### src/rtl/ccpt_pkg.sv
// ----------------------------------------------------------------------------
// ccpt_pkg
// Shared types and defaults for the circle center from point triples block.
// ----------------------------------------------------------------------------
package ccpt_pkg;

  localparam int TRIPLES_DEF     = 3;
  localparam int COORD_WIDTH_DEF = 24;

  // status of the triple queue seen by its neighbors
  typedef struct packed {
    logic valid;
    logic full;
  } queue_status_t;

  typedef enum logic [2:0] {
    ST_IDLE,
    ST_MLOAD,
    ST_MUL,
    ST_DLOAD,
    ST_DIV,
    ST_DPOST,
    ST_ACC,
    ST_OUT
  } back_state_t;

  // products in the order they are formed
  typedef enum logic [3:0] {
    MS_BXBX,
    MS_BZBZ,
    MS_CXCX,
    MS_CZCZ,
    MS_CZBX,
    MS_CXBZ,
    MS_CZB2,
    MS_BZC2,
    MS_BXC2,
    MS_CXB2
  } mul_step_t;

  typedef enum logic [2:0] {
    DS_CX,
    DS_CZ,
    DS_AX,
    DS_AZ,
    DS_AY
  } div_step_t;

endpackage

### src/rtl/ccpt_front.sv
// ----------------------------------------------------------------------------
// ccpt_front
// Takes points, holds the first two of each triple and pushes whole triples.
// ----------------------------------------------------------------------------
module ccpt_front #(
  parameter int W  = 24,
  parameter int QW = 7 * W + 2
) (
  input  logic                   clk,
  input  logic                   rst,
  input  logic                   in_valid,
  output logic                   in_stall,
  input  logic [W-1:0]           point_x,
  input  logic [W-1:0]           point_y,
  input  logic [W-1:0]           point_z,
  input  ccpt_pkg::queue_status_t qstat,
  output logic                   q_push,
  output logic [QW-1:0]          q_data
);
  import ccpt_pkg::*;

  logic [1:0]   slot;
  logic [W-1:0] x0, z0, x1, z1;
  logic [W:0]   ypart;
  logic [W+1:0] ysum;
  logic         take;

  assign in_stall = (slot == 2'd2) && qstat.full;
  assign take     = in_valid && !in_stall;
  assign q_push   = take && (slot == 2'd2);
  assign ysum     = {ypart[W], ypart} + {{2{point_y[W-1]}}, point_y};
  assign q_data   = {x0, z0, x1, z1, point_x, point_z, ysum};

  always_ff @(posedge clk) begin
    if (rst) begin
      slot <= 2'd0;
    end else if (take) begin
      slot <= (slot == 2'd2) ? 2'd0 : slot + 2'd1;
    end
  end

  always_ff @(posedge clk) begin
    if (take) begin
      if (slot == 2'd0) begin
        x0    <= point_x;
        z0    <= point_z;
        ypart <= {point_y[W-1], point_y};
      end else if (slot == 2'd1) begin
        x1    <= point_x;
        z1    <= point_z;
        ypart <= ypart + {point_y[W-1], point_y};
      end
    end
  end

endmodule

### src/rtl/ccpt_queue.sv
// ----------------------------------------------------------------------------
// ccpt_queue
// Two-entry queue of triples between the front and the back.
// ----------------------------------------------------------------------------
module ccpt_queue #(
  parameter int QW = 170
) (
  input  logic                    clk,
  input  logic                    rst,
  input  logic                    push,
  input  logic [QW-1:0]           wdata,
  input  logic                    pop,
  output logic [QW-1:0]           rdata,
  output ccpt_pkg::queue_status_t qstat
);
  import ccpt_pkg::*;

  logic [QW-1:0] mem [2];
  logic          wr_ptr, rd_ptr;
  logic [1:0]    count;

  assign rdata       = mem[rd_ptr];
  assign qstat.valid = (count != 2'd0);
  assign qstat.full  = (count == 2'd2);

  always_ff @(posedge clk) begin
    if (push) begin
      mem[wr_ptr] <= wdata;
    end
  end

  always_ff @(posedge clk) begin
    if (rst) begin
      wr_ptr <= 1'b0;
      rd_ptr <= 1'b0;
      count  <= 2'd0;
    end else begin
      if (push) wr_ptr <= ~wr_ptr;
      if (pop)  rd_ptr <= ~rd_ptr;
      if (push && !pop)      count <= count + 2'd1;
      else if (pop && !push) count <= count - 2'd1;
    end
  end

endmodule

### src/rtl/ccpt_back.sv
// ----------------------------------------------------------------------------
// ccpt_back
// Works out one triple with a serial multiplier and a serial divider, keeps
// the round sums and holds the result register.
// ----------------------------------------------------------------------------
module ccpt_back #(
  parameter int W  = 24,
  parameter int T  = 3,
  parameter int QW = 7 * W + 2
) (
  input  logic                    clk,
  input  logic                    rst,
  input  ccpt_pkg::queue_status_t qstat,
  input  logic [QW-1:0]           q_data,
  output logic                    q_pop,
  output logic                    out_valid,
  input  logic                    out_stall,
  output logic [W-1:0]            circle_x,
  output logic [W-1:0]            circle_z,
  output logic                    degenerate,
  output logic                    average_ready,
  output logic [W-1:0]            average_x,
  output logic [W-1:0]            average_y,
  output logic [W-1:0]            average_z
);
  import ccpt_pkg::*;

  localparam int DF  = W + 1;
  localparam int SQ  = 2 * W + 3;
  localparam int DW  = 2 * W + 4;
  localparam int P   = 3 * W + 5;
  localparam int SW  = W + 7;
  localparam int BCW = $clog2(W + 1);
  localparam int DCW = $clog2(P);
  localparam int TW  = $clog2(T + 1);
  localparam logic [P-1:0]         LIM    = P'(64'd1 << 40);
  localparam logic signed [42:0]   SAT_HI = 43'((64'sd1 <<< (W - 1)) - 64'sd1);
  localparam logic signed [42:0]   SAT_LO = -SAT_HI - 43'sd1;

  back_state_t state, state_next;
  mul_step_t   mstep;
  div_step_t   dstep;

  logic [W-1:0]   x0, z0, x1, z1, x2, z2;
  logic [W-1:0]   base_x, base_z;
  logic [W+1:0]   ys_in, ys;
  logic [DF-1:0]  bx, bz, cx, cz;
  logic [SQ-1:0]  b2, c2;
  logic [DW-1:0]  d;
  logic [P-1:0]   nx, nz;
  logic [P-1:0]   mcand, acc, acc_sum, prod;
  logic [DF-1:0]  mplier;
  logic [BCW-1:0] bitcnt;
  logic           mul_last;
  logic [DF-1:0]  mpl_sel;
  logic [P-1:0]   mcd_sel;

  logic [P-1:0]   dnum, num_sel;
  logic [DW-1:0]  drem, ddiv, den_sel;
  logic           dneg;
  logic [DCW-1:0] dcnt;
  logic           div_last;
  logic [DW:0]    trial;
  logic           ge;
  logic [40:0]    qmag;
  logic signed [42:0] qval, base, total;
  logic [W-1:0]   post;

  logic [W-1:0]   cxo, czo, ax, ay, az;
  logic           degen, avg_rdy;
  logic [SW-1:0]  sum_x, sum_z, sum_y;
  logic [TW-1:0]  tdone;

  function automatic logic signed [42:0] cx_base(input logic [W-1:0] v);
    cx_base = {{(43-W){v[W-1]}}, v};
  endfunction

  assign {x0, z0, x1, z1, x2, z2, ys_in} = q_data;

  // serial signed multiply: top multiplier bit has negative weight
  assign mul_last = (bitcnt == BCW'(W));
  assign acc_sum  = mul_last ? acc - mcand : acc + mcand;
  assign prod     = mplier[0] ? acc_sum : acc;

  always_comb begin
    case (mstep)
      MS_BXBX: begin mpl_sel = bx; mcd_sel = {{(P-DF){bx[DF-1]}}, bx}; end
      MS_BZBZ: begin mpl_sel = bz; mcd_sel = {{(P-DF){bz[DF-1]}}, bz}; end
      MS_CXCX: begin mpl_sel = cx; mcd_sel = {{(P-DF){cx[DF-1]}}, cx}; end
      MS_CZCZ: begin mpl_sel = cz; mcd_sel = {{(P-DF){cz[DF-1]}}, cz}; end
      MS_CZBX: begin mpl_sel = cz; mcd_sel = {{(P-DF){bx[DF-1]}}, bx}; end
      MS_CXBZ: begin mpl_sel = cx; mcd_sel = {{(P-DF){bz[DF-1]}}, bz}; end
      MS_CZB2: begin mpl_sel = cz; mcd_sel = {{(P-SQ){b2[SQ-1]}}, b2}; end
      MS_BZC2: begin mpl_sel = bz; mcd_sel = {{(P-SQ){c2[SQ-1]}}, c2}; end
      MS_BXC2: begin mpl_sel = bx; mcd_sel = {{(P-SQ){c2[SQ-1]}}, c2}; end
      MS_CXB2: begin mpl_sel = cx; mcd_sel = {{(P-SQ){b2[SQ-1]}}, b2}; end
      default: begin mpl_sel = '0; mcd_sel = '0; end
    endcase
  end

  always_comb begin
    case (dstep)
      DS_CX:   begin num_sel = nx; den_sel = d; end
      DS_CZ:   begin num_sel = nz; den_sel = d; end
      DS_AX:   begin num_sel = {{(P-SW){sum_x[SW-1]}}, sum_x}; den_sel = DW'(T); end
      DS_AZ:   begin num_sel = {{(P-SW){sum_z[SW-1]}}, sum_z}; den_sel = DW'(T); end
      DS_AY:   begin num_sel = {{(P-SW){sum_y[SW-1]}}, sum_y}; den_sel = DW'(3 * T); end
      default: begin num_sel = '0; den_sel = '0; end
    endcase
  end

  // restoring divide on magnitudes, quotient shifts into dnum
  assign div_last = (dcnt == DCW'(P - 1));
  assign trial    = {drem, dnum[P-1]};
  assign ge       = (trial >= {1'b0, ddiv});

  assign qmag  = (dnum > LIM) ? LIM[40:0] : dnum[40:0];
  assign qval  = dneg ? -$signed({2'b00, qmag}) : $signed({2'b00, qmag});
  assign base  = (dstep == DS_CX) ? 43'($signed(cx_base(base_x))) :
                 (dstep == DS_CZ) ? 43'($signed(cx_base(base_z))) : 43'sd0;
  assign total = qval + base;
  assign post  = (total > SAT_HI) ? SAT_HI[W-1:0] :
                 (total < SAT_LO) ? SAT_LO[W-1:0] : total[W-1:0];

  assign q_pop = (state == ST_IDLE) && qstat.valid;

  always_ff @(posedge clk) begin
    if (rst) begin
      state <= ST_IDLE;
    end else begin
      state <= state_next;
    end
  end

  always_comb begin
    state_next = state;
    case (state)
      ST_IDLE:  if (qstat.valid) state_next = ST_MLOAD;
      ST_MLOAD: state_next = ST_MUL;
      ST_MUL: begin
        if (mul_last) begin
          if (mstep != MS_CXB2)  state_next = ST_MLOAD;
          else if (d == '0)      state_next = ST_ACC;
          else                   state_next = ST_DLOAD;
        end
      end
      ST_DLOAD: state_next = ST_DIV;
      ST_DIV:   if (div_last) state_next = ST_DPOST;
      ST_DPOST: begin
        if (dstep == DS_CZ)      state_next = ST_ACC;
        else if (dstep == DS_AY) state_next = ST_OUT;
        else                     state_next = ST_DLOAD;
      end
      ST_ACC:   state_next = (tdone == TW'(T - 1)) ? ST_DLOAD : ST_OUT;
      ST_OUT:   if (!out_valid || !out_stall) state_next = ST_IDLE;
      default:  state_next = ST_IDLE;
    endcase
  end

  always_ff @(posedge clk) begin
    if (rst) begin
      out_valid <= 1'b0;
      tdone     <= '0;
      sum_x     <= '0;
      sum_z     <= '0;
      sum_y     <= '0;
    end else begin
      if (state == ST_OUT && (!out_valid || !out_stall)) begin
        out_valid <= 1'b1;
      end else if (!out_stall) begin
        out_valid <= 1'b0;
      end
      if (state == ST_ACC) begin
        sum_x <= sum_x + {{(SW-W){cxo[W-1]}}, cxo};
        sum_z <= sum_z + {{(SW-W){czo[W-1]}}, czo};
        sum_y <= sum_y + {{(SW-W-2){ys[W+1]}}, ys};
        tdone <= (tdone == TW'(T - 1)) ? '0 : tdone + TW'(1);
      end
      if (state == ST_DPOST && dstep == DS_AY) begin
        sum_x <= '0;
        sum_z <= '0;
        sum_y <= '0;
      end
    end
  end

  always_ff @(posedge clk) begin
    case (state)
      ST_IDLE: begin
        if (qstat.valid) begin
          bx     <= {x1[W-1], x1} - {x0[W-1], x0};
          bz     <= {z1[W-1], z1} - {z0[W-1], z0};
          cx     <= {x2[W-1], x2} - {x0[W-1], x0};
          cz     <= {z2[W-1], z2} - {z0[W-1], z0};
          base_x <= x0;
          base_z <= z0;
          ys     <= ys_in;
          mstep  <= MS_BXBX;
        end
      end
      ST_MLOAD: begin
        mcand  <= mcd_sel;
        mplier <= mpl_sel;
        acc    <= '0;
        bitcnt <= '0;
      end
      ST_MUL: begin
        if (mplier[0]) acc <= acc_sum;
        mcand  <= mcand << 1;
        mplier <= mplier >> 1;
        bitcnt <= bitcnt + BCW'(1);
        if (mul_last) begin
          case (mstep)
            MS_BXBX: b2 <= prod[SQ-1:0];
            MS_BZBZ: b2 <= b2 + prod[SQ-1:0];
            MS_CXCX: c2 <= prod[SQ-1:0];
            MS_CZCZ: c2 <= c2 + prod[SQ-1:0];
            MS_CZBX: d  <= prod[DW-1:0];
            MS_CXBZ: d  <= (d - prod[DW-1:0]) << 1;
            MS_CZB2: nx <= prod;
            MS_BZC2: nx <= nx - prod;
            MS_BXC2: nz <= prod;
            MS_CXB2: nz <= nz - prod;
            default: ;
          endcase
          if (mstep != MS_CXB2) begin
            mstep <= mul_step_t'(mstep + 4'd1);
          end else begin
            dstep <= DS_CX;
            degen <= (d == '0);
            if (d == '0) begin
              cxo <= '0;
              czo <= '0;
            end
          end
        end
      end
      ST_DLOAD: begin
        dnum <= num_sel[P-1] ? -num_sel : num_sel;
        ddiv <= den_sel[DW-1] ? -den_sel : den_sel;
        dneg <= num_sel[P-1] ^ den_sel[DW-1];
        drem <= '0;
        dcnt <= '0;
      end
      ST_DIV: begin
        drem <= ge ? DW'(trial - {1'b0, ddiv}) : trial[DW-1:0];
        dnum <= {dnum[P-2:0], ge};
        dcnt <= dcnt + DCW'(1);
      end
      ST_DPOST: begin
        case (dstep)
          DS_CX: begin cxo <= post; dstep <= DS_CZ; end
          DS_CZ: czo <= post;
          DS_AX: begin ax <= post; dstep <= DS_AZ; end
          DS_AZ: begin az <= post; dstep <= DS_AY; end
          DS_AY: ay <= post;
          default: ;
        endcase
      end
      ST_ACC: begin
        if (tdone == TW'(T - 1)) begin
          avg_rdy <= 1'b1;
          dstep   <= DS_AX;
        end else begin
          avg_rdy <= 1'b0;
          ax      <= '0;
          ay      <= '0;
          az      <= '0;
        end
      end
      ST_OUT: begin
        if (!out_valid || !out_stall) begin
          circle_x      <= cxo;
          circle_z      <= czo;
          degenerate    <= degen;
          average_ready <= avg_rdy;
          average_x     <= ax;
          average_y     <= ay;
          average_z     <= az;
        end
      end
      default: ;
    endcase
  end

endmodule

### src/rtl/circle_center_from_point_triples.sv
// ----------------------------------------------------------------------------
// circle_center_from_point_triples
// Circle centers in the x-z plane from point triples, with round averages.
// ----------------------------------------------------------------------------
// Input channel: one 3D point per beat (point_x, point_y, point_z, Q8.16),
// accepted on in_valid high with in_stall low. Every third point closes a
// triple and gives one result beat on the output channel: the circle center,
// the degenerate flag and, on the last triple of a round of TRIPLES triples,
// the average center and average height.
// A triple is worked out by the serial multiplier (ten products, each with
// its load) and the restoring divider (one quotient per divide, with load
// and saturation). A collinear triple skips the two divides; the last
// triple of a round adds three divides for the averages.
// A two-triple queue sits between point intake and the arithmetic, so points
// keep being taken while a triple is worked on and while a result waits.
// The output register holds its beat while out_stall is high; work then
// backs up into the queue and finally stalls the input.
// Reset clears the triple position, the round count and the sums; the block
// takes points in the first cycle after reset.
// ----------------------------------------------------------------------------
module circle_center_from_point_triples #(
  parameter int TRIPLES     = ccpt_pkg::TRIPLES_DEF,
  parameter int COORD_WIDTH = ccpt_pkg::COORD_WIDTH_DEF
) (
  input  logic                   clk,
  input  logic                   rst,
  input  logic                   in_valid,
  output logic                   in_stall,
  input  logic [COORD_WIDTH-1:0] point_x,
  input  logic [COORD_WIDTH-1:0] point_y,
  input  logic [COORD_WIDTH-1:0] point_z,
  output logic                   out_valid,
  input  logic                   out_stall,
  output logic [COORD_WIDTH-1:0] circle_x,
  output logic [COORD_WIDTH-1:0] circle_z,
  output logic                   degenerate,
  output logic                   average_ready,
  output logic [COORD_WIDTH-1:0] average_x,
  output logic [COORD_WIDTH-1:0] average_y,
  output logic [COORD_WIDTH-1:0] average_z
);
  import ccpt_pkg::*;

  localparam int QW = 7 * COORD_WIDTH + 2;

  queue_status_t qstat;
  logic          q_push, q_pop;
  logic [QW-1:0] q_wdata, q_rdata;

  ccpt_front #(.W(COORD_WIDTH), .QW(QW)) u_front (
    .clk      (clk),
    .rst      (rst),
    .in_valid (in_valid),
    .in_stall (in_stall),
    .point_x  (point_x),
    .point_y  (point_y),
    .point_z  (point_z),
    .qstat    (qstat),
    .q_push   (q_push),
    .q_data   (q_wdata)
  );

  ccpt_queue #(.QW(QW)) u_queue (
    .clk   (clk),
    .rst   (rst),
    .push  (q_push),
    .wdata (q_wdata),
    .pop   (q_pop),
    .rdata (q_rdata),
    .qstat (qstat)
  );

  ccpt_back #(.W(COORD_WIDTH), .T(TRIPLES), .QW(QW)) u_back (
    .clk           (clk),
    .rst           (rst),
    .qstat         (qstat),
    .q_data        (q_rdata),
    .q_pop         (q_pop),
    .out_valid     (out_valid),
    .out_stall     (out_stall),
    .circle_x      (circle_x),
    .circle_z      (circle_z),
    .degenerate    (degenerate),
    .average_ready (average_ready),
    .average_x     (average_x),
    .average_y     (average_y),
    .average_z     (average_z)
  );

`ifndef ASSERT_OFF
  a_no_push_full: assert property (@(posedge clk) disable iff (rst)
    q_push |-> !qstat.full)
    else $error("triple pushed into a full queue");

  a_degen_zero: assert property (@(posedge clk) disable iff (rst)
    out_valid && degenerate |-> circle_x == '0 && circle_z == '0)
    else $error("collinear triple with nonzero center");

  a_avg_zero: assert property (@(posedge clk) disable iff (rst)
    out_valid && !average_ready |->
      average_x == '0 && average_y == '0 && average_z == '0)
    else $error("averages set outside the last triple of a round");
`endif

endmodule
### config.mk
export PLATFORM = sky130hd
export DESIGN_NAME = circle_center_from_point_triples
export DESIGN_NICKNAME = d
export VERILOG_FILES = /design/src/rtl/ccpt_pkg.sv /design/src/rtl/ccpt_front.sv /design/src/rtl/ccpt_queue.sv /design/src/rtl/ccpt_back.sv /design/src/rtl/circle_center_from_point_triples.sv
export SDC_FILE = /design/constraint.sdc
export NUM_CORES = 2
export LEC_CHECK = 0
export BUFFER_PORTS_ARGS = -buffer_cell sky130_fd_sc_hd__buf_4
export CELL_PAD_IN_SITES_DETAIL_PLACEMENT = 1
export CELL_PAD_IN_SITES_GLOBAL_PLACEMENT = 2
export CORE_AREA = 2 2 594 596
export DETAILED_ROUTE_END_ITERATION = 7
export DIE_AREA = 0 0 596 598
export HOLD_SLACK_MARGIN = 0.15
export PLACE_DENSITY_LB_ADDON = 0.1
export SYNTH_ARGS = -nofsm -noshare
export SYNTH_HDL_FRONTEND = slang
export SYNTH_SLANG_ARGS = --single-unit
### constraint.sdc
create_clock -name clk -period 18.5 [get_ports clk]
set_clock_uncertainty 0.1 [all_clocks]
set_input_delay 2.775 -clock clk [delete_from_list [all_inputs] [get_ports clk]]
set_output_delay 2.775 -clock clk [all_outputs]
set_load 0.01 [all_outputs]
==> flow_metrics.py <==
metrics = {
    "run_status": {
        "status": "complete, no violations",
    },
    "placed_design": {
        "gp_congestion": 0.876,
        "io_buffers": 199,
        "dp.final_hpwl_um": 285000,
        "dp.cells": 14856,
    },
    "clock_network": {
        "clkSlewWorstSetupHoldPaths_ps": 60,
        "clockBufferDepth": 4,
        "post_cts_buffers": 0,
        "ctsHtreeMaxLevel": 4,
        "clk_latency_ps": 940,
        "postCtsResizedCells": 0,
        "cts_tree": "built",
        "cts_buffers": 211,
        "hold_buffers": 0,
        "root_buffer": "clkbuf_16",
        "clock-sinks": 1673,
    },
    "detailed_routing": {
        "drtAntennaViolNets": 0,
        "via_count": 80360,
        "drt_pass1_iterations": 7,
        "drc": 0,
        "routedWlPerCell_um": 24.6,
        "via_per_inst": 5.27,
        "wl_um": 375000,
        "drt-initial-drc-count": 5031,
    },
    "critical_path": {
        "cp_max_fo": 23,
        "reg2reg_from": "u_back.dnum[2]$_DFFE_PP_",
        "r2r_end": "u_back.ax[18]$_DFFE_PP_",
        "cpMostUsedCell": "o21ai_0",
        "r2r_slack_ps": 6850,
        "critPathKind": "reg2reg",
        "startpoint": "u_back.dnum[2]$_DFFE_PP_",
        "slowest_stage": "nor2_1",
        "endpoint": "u_back.ax[18]$_DFFE_PP_",
        "start_kind": "register",
        "ff2ff_path_depth": 31,
        "crit_path_end_kind": "register",
        "max_stage_delay_ps": 720,
        "worst_ep_arrival_time_ps": 12190,
        "cp.required_ps": 19040,
    },
    "pwr": {
        "p_per_area_nw_per_um2": 217,
        "power_mw": 25.9,
        "ir_drop_uv": 106,
        "p_leak_nw": 45.1,
    },
    "die": {
        "die_y_um": 598,
        "start_util_pct": 29.8,
        "ios": 200,
        "core_area_um2": 351000,
        "dieArea_um2": 356000,
        "fp-row-count": 218,
        "fp.dieW_um": 596,
    },
    "global_routing": {
        "use_met3_pct": 1.78,
        "grt_pass1_wl_um": 558000,
        "antenna_found_initial": 22,
        "grt-ovfl-total": 0,
        "grt_use_met2_pct": 33.1,
        "grt_start_max_net_pins": 86,
        "met1_usage_pct": 29.6,
        "grt_use_total_pct": 20.5,
        "busiest_layer": "met2",
        "grt_pass1_vias": 84062,
    },
    "yosys": {
        "yosysUniqueCellTypes": 88,
        "yosys_warnings": 0,
        "synth_cells": 10250,
        "async_reset_ff_share_pct": 0,
        "seq_area_frac_synth_pct": 47.0,
        "synth_edf_count": 1567,
        "synth_ff_type": "edfxtp_1",
        "ys_ff_latch": 1673,
        "syn_area_um2": 105000,
        "syn_nets": 11040,
        "avgSynthCellArea_um2": 10.2,
    },
    "sta": {
        "setup_tns_ps": 0,
        "tightest_slew_ps": 1130,
        "slew_violations": 0,
        "slew_headroom_pct": 22.5,
        "setup_viol": 0,
        "period_share_pct": 63.0,
        "fin_crit_ps": 11650,
        "hold_violations": 0,
        "clock.fmax_mhz": 85.9,
        "fin_hold_ws_ps": 316,
        "rsz0062_at_grt": "no",
    },
    "finish": {
        "syn_to_final_growth_pct": 14.0,
        "nFillCells": 39119,
        "final_nets": 11239,
        "layout-drive-gt1-share_pct": 9.67,
        "fin_cells": 15250,
    },
    "flow_run": {
        "maxCapViolations": 0,
    },
    "worst_hold_path": {
        "hp-class": "reg2reg",
    },
}
[layout by cell type (no fill, tap or decap), types with 82 or more instances in the layout]
| cell type | synthesis | routed |
|---|---|---|
| mux2_2 | 186 | 186 |
| nor2_1 | 951 | 944 |
| o31ai_1 | 93 | 93 |
| nor3_1 | 169 | 165 |
| clkbuf_16 | 0 | 213 |
| o21a_1 | 89 | 89 |
| nand2b_1 | 137 | 135 |
| nand4_1 | 82 | 82 |
| nand2_1 | 772 | 764 |
| o21bai_1 | 98 | 98 |
| ha_1 | 698 | 698 |
| inv_1 | 408 | 408 |
| mux2i_1 | 193 | 187 |
| o21ai_0 | 681 | 679 |
| a21oi_1 | 1046 | 1041 |
| a21o_1 | 364 | 364 |
| dfxtp_1 | 106 | 105 |
| xnor2_1 | 436 | 436 |
| a31oi_1 | 87 | 86 |
| nand3_1 | 164 | 163 |
| buf_4 | 0 | 383 |
| nor2b_1 | 120 | 112 |
| xor2_1 | 354 | 354 |
| edfxtp_1 | 1567 | 1567 |
[how the worst min path moves through the flow]
| stage | slack, ps | start | endpoint | cells after the start |
|---|---|---|---|---|
| final | 320 | u_back.ax[3]$_DFFE_PP_ | u_back.average_x[3]$_DFFE_PP_ | 0 |
| after CTS | 320 | u_back.ax[18]$_DFFE_PP_ | u_back.average_x[18]$_DFFE_PP_ | 0 |
| after global placement | 300 | u_back.ax[3]$_DFFE_PP_ | u_back.average_x[3]$_DFFE_PP_ | 0 |
| after detailed placement | 310 | u_back.avg_rdy$_DFFE_PN_ | u_back.average_ready$_DFFE_PP_ | 0 |
| after global routing | 320 | u_back.az[19]$_DFFE_PP_ | u_back.average_z[19]$_DFFE_PP_ | 0 |
| after floorplan | 300 | u_back.avg_rdy$_DFFE_PN_ | u_back.average_ready$_DFFE_PP_ | 0 |
[cells by family after synthesis]
kind of cell	count (synthesis)	synth area share, %
DFF	1673	47.0
muxes	380	3.86
AOI/OAI and AO/OA	3092	18.5
and+or+nand+nor	2794	12.4
adders and majority gates	714	8.66
buffers and inverters	807	2.92
xor gates and xnor gates	790	6.62
[flip-flops by register name (all words and copies together) (netlist names), 31 cells and up, named ones only]
register      cells
u_queue.mem     340
u_back.acc       77
u_back.dnum      77
u_back.mcand     77
u_back.nx        77
u_back.nz        77
u_back.d         52
u_back.ddiv      52
u_back.drem      52
u_back.b2        51
u_back.c2        51
u_back.sum_x     31
u_back.sum_y     31
u_back.sum_z     31
[where the power goes]
| part | leakage, nW | switching [mW] | internal (mW) | total (mW) |
|---|---|---|---|---|
| Combinational | 26.6 | 10.0 | 5.93 | 16.0 |
| Clock | 3.39 | 1.77 | 2.52 | 4.29 |
| Sequential | 15.1 | 0.371 | 5.27 | 5.64 |
| Total | 45.1 | 12.2 | 13.7 | 25.9 |
[layout make-up]
cell class	count	area [um^2]	share of cell area (%)
sequential	1673	49200	41.3
clock inverter	134	1510	1.27
timing repair buffer	383	2880	2.41
inverter	410	1540	1.29
antenna	3	7.51	0.00630
multi-input combinational	7770	52700	44.2
clock buffer	257	5580	4.68
tap	4620	5780	4.85
[metal layers]
| metal | vias to the layer above | wire [um] | part of all wire, % |
|---|---|---|---|
| met5 | - | 54 | 0.014 |
| met4 | 8 | 8710 | 2.3 |
| met3 | 397 | 11000 | 2.9 |
| met2 | 1130 | 168000 | 45 |
| met1 | 40205 | 187000 | 50 |
| li1 | 38620 | - | - |
[cell usage after synthesis (120+ instances only)]
| cell type | count | area [um^2] |
|---|---|---|
| nor2_1 | 951 | 3570 |
| nor3_1 | 169 | 846 |
| a21oi_1 | 1046 | 5240 |
| ha_1 | 698 | 8730 |
| nand2_1 | 772 | 2900 |
| xnor2_1 | 436 | 3820 |
| a21o_1 | 364 | 2730 |
| xor2_1 | 354 | 3100 |
| o21ai_0 | 681 | 3410 |
| mux2_2 | 186 | 2090 |
| inv_1 | 408 | 1530 |
| nand3_1 | 164 | 821 |
| edfxtp_1 | 1567 | 47100 |
| nand2b_1 | 137 | 857 |
| nor2b_1 | 120 | 751 |
| clkbuf_1 | 340 | 1280 |
| mux2i_1 | 193 | 1930 |
[stage by stage]
stage	cell area [um^2]	utilization, %	setup WS (ps)
after floorplan	105000	-	4230
after global placement	112000	32.0	6900
after detailed placement	112000	32.0	6710
after CTS	119000	34.0	6650
after global routing	119000	34.0	6020
final	119000	34.0	6850
[worst max-delay path, delay by kind of cell, from the launching register on]
kind | cells | cell delay [ps]
and+or+nand+nor | 14 | 6290
AOI/OAI and AO/OA | 13 | 3620
adders and majority gates | 2 | 580
DFF | 1 | 460
xor gates and xnor gates | 1 | 240
buffers and inverters | 1 | 50
Note: power is estimated with default switching activity, not from simulation.
